<file path="src/hdl/page_dirty_stability_tracker_core_macros.svh">
// Assertion macros for the page dirty-stability tracker.
`ifndef PAGE_DIRTY_STABILITY_TRACKER_CORE_MACROS_SVH
`define PAGE_DIRTY_STABILITY_TRACKER_CORE_MACROS_SVH

// same-cycle implication
`define PDST_ASSERT_IMP(lbl, ante, cons) \
  lbl: assert property (@(posedge clk) disable iff (!rst_n) (ante) |-> (cons)) \
    else $error("pdst assertion failed");

// next-cycle implication
`define PDST_ASSERT_NXT(lbl, ante, cons) \
  lbl: assert property (@(posedge clk) disable iff (!rst_n) (ante) |=> (cons)) \
    else $error("pdst assertion failed");

`endif

</file>
<file path="src/hdl/pdst_pkg.sv">
// Types, constants and helpers of the page dirty-stability tracker.
package pdst_pkg;

  localparam int PAGE_AW   = 16;
  localparam int PAGES     = 1 << PAGE_AW;
  localparam int HIST_AW   = 10;
  localparam int HIST_BINS = 1 << HIST_AW;
  localparam int SWEEP_W   = 16;

  localparam logic [1:0] OP_OBSERVE  = 2'd0;
  localparam logic [1:0] OP_FINALIZE = 2'd1;
  localparam logic [1:0] OP_READ     = 2'd2;

  localparam logic [1:0] KIND_INC     = 2'd0;
  localparam logic [1:0] KIND_SUMMARY = 2'd1;
  localparam logic [1:0] KIND_HIST    = 2'd2;

  typedef struct packed {
    logic [1:0]         operation;
    logic [PAGE_AW-1:0] page_index;
    logic [SWEEP_W-1:0] sweep_number;
    logic               page_present;
    logic               soft_dirty;
    logic [HIST_AW-1:0] hist_index;
  } in_word_t;

  typedef struct packed {
    logic [1:0]         result_kind;
    logic [PAGE_AW-1:0] out_page;
    logic [15:0]        present_total;
    logic [15:0]        dirty_total;
    logic [15:0]        longest_stable;
    logic [15:0]        current_stable;
    logic [15:0]        incarnation_number;
    logic [SWEEP_W-1:0] sweep_first;
    logic [SWEEP_W-1:0] sweep_last;
    logic [31:0]        hist_count;
    logic [31:0]        hist_final_count;
    logic               is_last;
  } out_word_t;

  typedef struct packed {
    logic [15:0]        present_total;
    logic [15:0]        dirty_total;
    logic [15:0]        clean_run;
    logic [15:0]        longest_run;
    logic               inc_open;
    logic [15:0]        inc_number;
    logic [SWEEP_W-1:0] inc_first;
    logic [SWEEP_W-1:0] inc_last;
    logic [15:0]        inc_present;
    logic [15:0]        inc_dirty;
  } page_ent_t;

  typedef struct packed {
    logic               wr_en;
    logic               log_en;
    logic               log_fin;
    logic [HIST_AW-1:0] log_bin;
    logic [1:0]         nres;
  } upd_ctl_t;

  function automatic logic [15:0] sat_inc16(input logic [15:0] v);
    return (v == 16'hFFFF) ? v : v + 16'd1;
  endfunction

  function automatic logic [31:0] sat_inc32(input logic [31:0] v);
    return (v == 32'hFFFF_FFFF) ? v : v + 32'd1;
  endfunction

endpackage

</file>
<file path="src/hdl/pdst_update.sv">
// Per-page read-modify-write logic: new table entry, results and histogram log.
module pdst_update (
  input  pdst_pkg::in_word_t  item,
  input  pdst_pkg::page_ent_t ent,
  output pdst_pkg::page_ent_t ent_nxt,
  output pdst_pkg::out_word_t res0,
  output pdst_pkg::out_word_t res1,
  output pdst_pkg::upd_ctl_t  ctl
);

  logic [15:0]             run_len;
  logic                    close_inc;
  pdst_pkg::out_word_t     rec;

  always_comb begin
    rec                    = '0;
    rec.result_kind        = pdst_pkg::KIND_INC;
    rec.out_page           = item.page_index;
    rec.present_total      = ent.inc_present;
    rec.dirty_total        = ent.inc_dirty;
    rec.incarnation_number = (ent.inc_number != 16'd0) ? ent.inc_number - 16'd1 : 16'd0;
    rec.sweep_first        = ent.inc_first;
    rec.sweep_last         = ent.inc_last;
    rec.is_last            = 1'b1;
  end

  always_comb begin
    ent_nxt   = ent;
    res0      = '0;
    res1      = '0;
    ctl       = '0;
    run_len   = ent.clean_run;
    close_inc = ent.inc_open &&
                ({1'b0, item.sweep_number} > ({1'b0, ent.inc_last} + 17'd1));
    // bins above the top one fold into it
    ctl.log_bin = (run_len >= 16'(pdst_pkg::HIST_BINS)) ?
                  pdst_pkg::HIST_AW'(pdst_pkg::HIST_BINS - 1) :
                  pdst_pkg::HIST_AW'(run_len);
    case (item.operation)
      pdst_pkg::OP_OBSERVE: begin
        if (item.page_present) begin
          ctl.wr_en = 1'b1;
          ent_nxt.present_total = pdst_pkg::sat_inc16(ent.present_total);
          if (item.soft_dirty) begin
            ent_nxt.dirty_total = pdst_pkg::sat_inc16(ent.dirty_total);
            if (ent.clean_run > ent.longest_run) ent_nxt.longest_run = ent.clean_run;
            ctl.log_en = (run_len != 16'd0);
            ent_nxt.clean_run = 16'd0;
          end else begin
            ent_nxt.clean_run = pdst_pkg::sat_inc16(ent.clean_run);
          end
          if (close_inc) begin
            res0     = rec;
            ctl.nres = 2'd1;
          end
          if (close_inc || !ent.inc_open) begin
            ent_nxt.inc_open    = 1'b1;
            ent_nxt.inc_number  = pdst_pkg::sat_inc16(ent.inc_number);
            ent_nxt.inc_first   = item.sweep_number;
            ent_nxt.inc_present = 16'd1;
            ent_nxt.inc_dirty   = {15'd0, item.soft_dirty};
          end else begin
            ent_nxt.inc_present = pdst_pkg::sat_inc16(ent.inc_present);
            if (item.soft_dirty) ent_nxt.inc_dirty = pdst_pkg::sat_inc16(ent.inc_dirty);
          end
          ent_nxt.inc_last = item.sweep_number;
        end
      end
      pdst_pkg::OP_FINALIZE: begin
        ctl.wr_en = 1'b1;
        if (run_len != 16'd0) begin
          ctl.log_en  = 1'b1;
          ctl.log_fin = 1'b1;
          if (ent.clean_run > ent.longest_run) ent_nxt.longest_run = ent.clean_run;
        end
        res0.result_kind    = pdst_pkg::KIND_SUMMARY;
        res0.out_page       = item.page_index;
        res0.present_total  = ent.present_total;
        res0.dirty_total    = ent.dirty_total;
        res0.longest_stable = ent_nxt.longest_run;
        res0.current_stable = ent.clean_run;
        res0.is_last        = !ent.inc_open;
        res1                = rec;
        ent_nxt.inc_open    = 1'b0;
        ctl.nres            = ent.inc_open ? 2'd2 : 2'd1;
      end
      default: ;
    endcase
  end

endmodule
</file>
<file path="config.mk">
export PLATFORM = sky130hd
export DESIGN_NAME = pdst_update
export DESIGN_NICKNAME = d
export VERILOG_FILES = /design/src/hdl/page_dirty_stability_tracker_core_macros.svh /design/src/hdl/pdst_pkg.sv /design/src/hdl/pdst_update.sv
export SDC_FILE = /design/constraint.sdc
export NUM_CORES = 1
export LEC_CHECK = 0
export BUFFER_PORTS_ARGS = -buffer_cell sky130_fd_sc_hd__buf_2
export CAP_MARGIN = 20
export CELL_PAD_IN_SITES_DETAIL_PLACEMENT = 1
export CELL_PAD_IN_SITES_GLOBAL_PLACEMENT = 1
export CORE_AREA = 2 2 287 289
export DETAILED_ROUTE_END_ITERATION = 7
export DIE_AREA = 0 0 289 291
export PLACE_DENSITY_LB_ADDON = 0.1
export SETUP_SLACK_MARGIN = 0.4
export SLEW_MARGIN = 25
export SYNTH_ARGS = -nofsm -noshare
export SYNTH_HDL_FRONTEND = slang
export SYNTH_SLANG_ARGS = --single-unit
</file>
<file path="constraint.sdc">
create_clock -name vclk -period 7.6
set_input_delay 0.38 -clock vclk [all_inputs]
set_output_delay 0.38 -clock vclk [all_outputs]
set_load 0.02 [all_outputs]
</file>
## Yosys cells after proc, flatten, opt, wreduce, memory -nomap -nowiden

Cells that the tools add are included.

| cells by class | value |
|---|---|
| multipliers | 0 |
| reduce and logical (&&, ||, !) cells | 6 |
| equal/unequal tests | 7 |
| bitwise operators | 0 |
| $add $sub $neg | 8 |
| shift operators | 0 |
| order comparisons | 3 |
| muxes and demuxes | 35 |
| divide/modulo/power cells | 0 |

Operator list:

| kind | count |
|---|---|
| $mux 193 | 3 |
| $mux 16 | 13 |
| $pmux 82 s2 | 1 |
| $mux 145 | 1 |
| $mux 112 | 1 |
| $add 16x1->16 const B | 6 |
| $eq 16x16->1 const B | 6 |
| $mux 80 | 1 |
| $mux 48 | 1 |
| $pmux 17 s2 | 1 |
| $mux 33 | 1 |
| $mux 32 | 1 |
| $reduce_bool 16->1 | 2 |
| $add 16x1->17 const B | 1 |
| $gt 16x17->1 | 1 |
| $ge 16x11->1 const B | 1 |
| $gt 16x16->1 | 1 |
| $sub 16x1->16 const B | 1 |
| $mux 10 | 1 |
| $pmux 2 s2 | 2 |
| $mux 2 | 3 |
| $mux 1 | 4 |
| $eq 2x1->1 const B | 1 |
| $logic_not 2->1 | 1 |
| other kinds (4) | 4 |

| storage, ports and cells | value |
|---|---|
| memories kept | 0 |
| latch bits | 0 |
| input port bits | 191 |
| register bits after elaboration | 0 |
| output and inout port bits | 550 |
| bits in read-only memories | 0 |
| memory bits (writable) | 0 |

## Longest topological paths before layout

| logic depth | value |
|---|---|
| depth after elaboration | 7 |
| gate-level depth with buffers | 16 |
| gate-level depth less buffers | 14 |

## Least setup slack after synthesis

No wires, ideal clock.

| path | value |
|---|---|
| path kind | input port to output port |
| from | input port ent[34] (netlist bit) |
| to | output port res0[0] (netlist bit) |
| stages | 16 |
| path slack | 3792 ps |
| arrival time | 3428 ps |
| buffers on the path | 3 |
| cell sequence | buf_2 and4_1 nand4_1 nor2_1 nand3_1 xor2_1 ha_1 a21o_1 a21o_1 o21ai_0 a211o_1 nor3_4 clkbuf_1 a21oi_1 nor2_1 buf_4 |

RTL lines:

| item | RTL line | source |
|---|---|---|
| start: declaration | pdst_update.sv:4 | `input pdst_pkg::page_ent_t ent,` |
| end: declaration | pdst_update.sv:6 | `output pdst_pkg::out_word_t res0,` |

==> impl_metrics.env <==
export IMPL_status="finished clean"
export IMPL_synth_area_mux_share=0.08562
export IMPL_synth_fa_ha_area_frac=0.06952
export IMPL_io_pins=741
export IMPL_ys_seq_area_frac=0
export IMPL_syn2layout_area_growth_pct=46.15
export IMPL_busiest_layer="met2"
export IMPL_cts_repair_resized=0
export IMPL_crit_type="input pin to output pin"
export IMPL_path_max_fanout=20
export IMPL_synth_xor_area_frac=0.09969
export IMPL_netlist_area_sq_mm=0.007380
export IMPL_netlist_instances=1168
export IMPL_peakVddDrop_v=0.00001691
export IMPL_powerDensity_mw_per_mm2=63.61
export IMPL_setup_violations=0
export IMPL_synth_compound_area_frac=0.1324
export IMPL_post_route_period_util=0.6635
export IMPL_gr_usage_met1=0.1435
export IMPL_first_iter_violations=258
export IMPL_numPortBuffers=568
export IMPL_p_leak_nw=5.698
export IMPL_max_cap_violations=0
export IMPL_post_route_drc_count=0
export IMPL_synth_top_family_by_area="simple AND/OR/NAND/NOR gates"
export IMPL_antenna_left=0
export IMPL_synth_simple_gate_area_frac=0.3839
export IMPL_post_route_cell_area_sq_mm=0.01079
export IMPL_nClkBuffers=0
export IMPL_grt_pass1_vias=10080
export IMPL_core_area_sq_mm=0.08119
export IMPL_instances_no_fill=2752
export IMPL_die_height_um=291
export IMPL_place_inst=2750
export IMPL_slowest_delay_ns=0.63
export IMPL_yosysWarnings=0
export IMPL_dieArea_sq_mm=0.08410
export IMPL_vias_per_cell=3.512
export IMPL_drv_slew=0
export IMPL_rows=105
export IMPL_tightest_slew_ns=0.9689
export IMPL_fmax_ghz=0.1983
export IMPL_overflow=0
export IMPL_antenna_found_initial=6
export IMPL_finalSetupTns_ns=0
export IMPL_first_pass_iters=6
export IMPL_final_nets=1914
export IMPL_grt_util_all_layers=0.1152
export IMPL_hold_viol=0
export IMPL_cp_end_kind="output pin"
export IMPL_dpl_hpwl_um=44200
export IMPL_grt_first_pass_wirelength_um=72800
export IMPL_hold_buffers=0
export IMPL_startpoint_type="input pin"
export IMPL_critPathArrivalTime_ns=4.66
export IMPL_required_ns=7.22
export IMPL_wl_per_cell_um=18.78
export IMPL_slew_headroom=0.3525
export IMPL_area_sequential_sq_um=0
export IMPL_place_area_sq_mm=0.01078
export IMPL_vias=9666
export IMPL_die_w_um=289
export IMPL_initial_utilization=0.09089
export IMPL_drt_total_wl_um=51670
export IMPL_yosysUniqueCellTypes=55
export IMPL_worst_path_max_delay_cell="nor3_4"
export IMPL_flops_and_latches=0
export IMPL_rsz0062_at_grt="no"
export IMPL_layout_drive_gt1_share=0.3750
export IMPL_cts_setup_buffers=0
export IMPL_hold_class="input pin to output pin"
export IMPL_period_minus_slack_ns=5.043
export IMPL_postSynthAreaPerCell_sq_um=6.318
export IMPL_grtUsageMet2=0.2170
export IMPL_grt_start_max_net_pins=78
export IMPL_gp_congestion=0.7758
export IMPL_nFillCells=10170
export IMPL_crit_chain="buf_2, ha_1, and2_1, nand4_1, nor2_1, nand3_1, xor2_1, ha_1, a21o_1, a21o_1, o21ai_0, a211o_1, nor3_4, buf_4, a21oi_1, nor2_1, buf_2"
export IMPL_grt_use_met3=0.01426
## worst max-delay path, delay by kind of cell
kind	cells	cell delay, ns
simple gates	6	1.88
compound gates	5	0.88
buf+inv	3	0.77
fa+ha+maj	2	0.56
xor+xnor	1	0.16
## layout make-up
cell class,count,area [sq um],area share
antenna,2,5.005,0.0004640
inverter,51,193.9,0.01798
multi-input combinational,1053,6325,0.5864
timing repair buffer,576,2923,0.2710
tap,1070,1339,0.1241
## cells in the mapped netlist (all sizes together) (10+ instances only)
master,count,share of area
and3,11,0.0093
and4,11,0.013
nand3,44,0.031
o21ai,21,0.014
buf,184,0.18
xnor2,42,0.050
nand2,144,0.073
xor2,42,0.050
nor3,26,0.019
a31oi,13,0.011
a21o,10,0.010
clkbuf,42,0.021
ha,41,0.070
nand4,34,0.029
and2,129,0.11
nor2,124,0.063
mux2i,26,0.035
inv,50,0.025
a22o,33,0.039
a21oi,34,0.024
mux2,33,0.050
or3,10,0.0085
## kinds of logic (layout without fill, tap and decap cells)
kind of cell / count (synthesis) / in the layout
xor gates and xnor gates: 84 / 84
adders and majority gates: 41 / 41
AOI/OAI and AO/OA: 141 / 141
muxes: 59 / 59
other: 1 / 165
buffers and inverters: 277 / 627
and+or+nand+nor: 565 / 565
## report_power, final
| part | internal (mW) | leakage, nW | switching (mW) | total [mW] |
|---|---|---|---|---|
| registers | 0 | 0 | 0 | 0 |
| clock network | 0.0000000353 | 0.0000127 | 0 | 0.0000000353 |
| logic | 0.200 | 5.70 | 0.486 | 0.686 |
## per-stage QoR
step / power (mW) / setup WS, ns / utilization / hold WS [ns]
after floorplan: 0.4657 / 3.792 / - / 0.8398
after global placement: 0.7018 / 2.403 / 0.1324 / 1.093
after detailed placement: 0.7024 / 2.336 / 0.1327 / 1.095
after CTS: 0.7051 / 2.338 / 0.1327 / 1.095
after global routing: 0.7519 / 2.035 / 0.1328 / 1.109
final: 0.6860 / 2.557 / 0.1328 / 1.090
## path summary, 6_finish.rpt
| kind | cells after the start | from | to |
|---|---|---|---|
| setup / recovery | 17 | ent[33] | ctl[0] |
| hold / removal | 3 | ent[119] | ent_nxt[119] |
## routing by layer
layer	up-vias	part of all wire	wire length (um)
met1	4643	0.42	21910
met4	4	0.0060	308
li1	4651	-	-
met2	351	0.52	26820
met5	-	0.00052	27
met3	17	0.050	2607
## layout by cell type, fill, tap and decap left out, types with 32 or more instances in the layout
cell type,count
a21oi_1,32
a22o_1,33
and2_1,128
buf_2,568
conb_1,163
ha_1,41
inv_1,49
mux2_2,33
nand2_1,142
nand3_1,43
nand4_1,34
nor2_1,124
xnor2_1,42
xor2_1,42
Note: power is estimated with default switching activity, not from simulation.
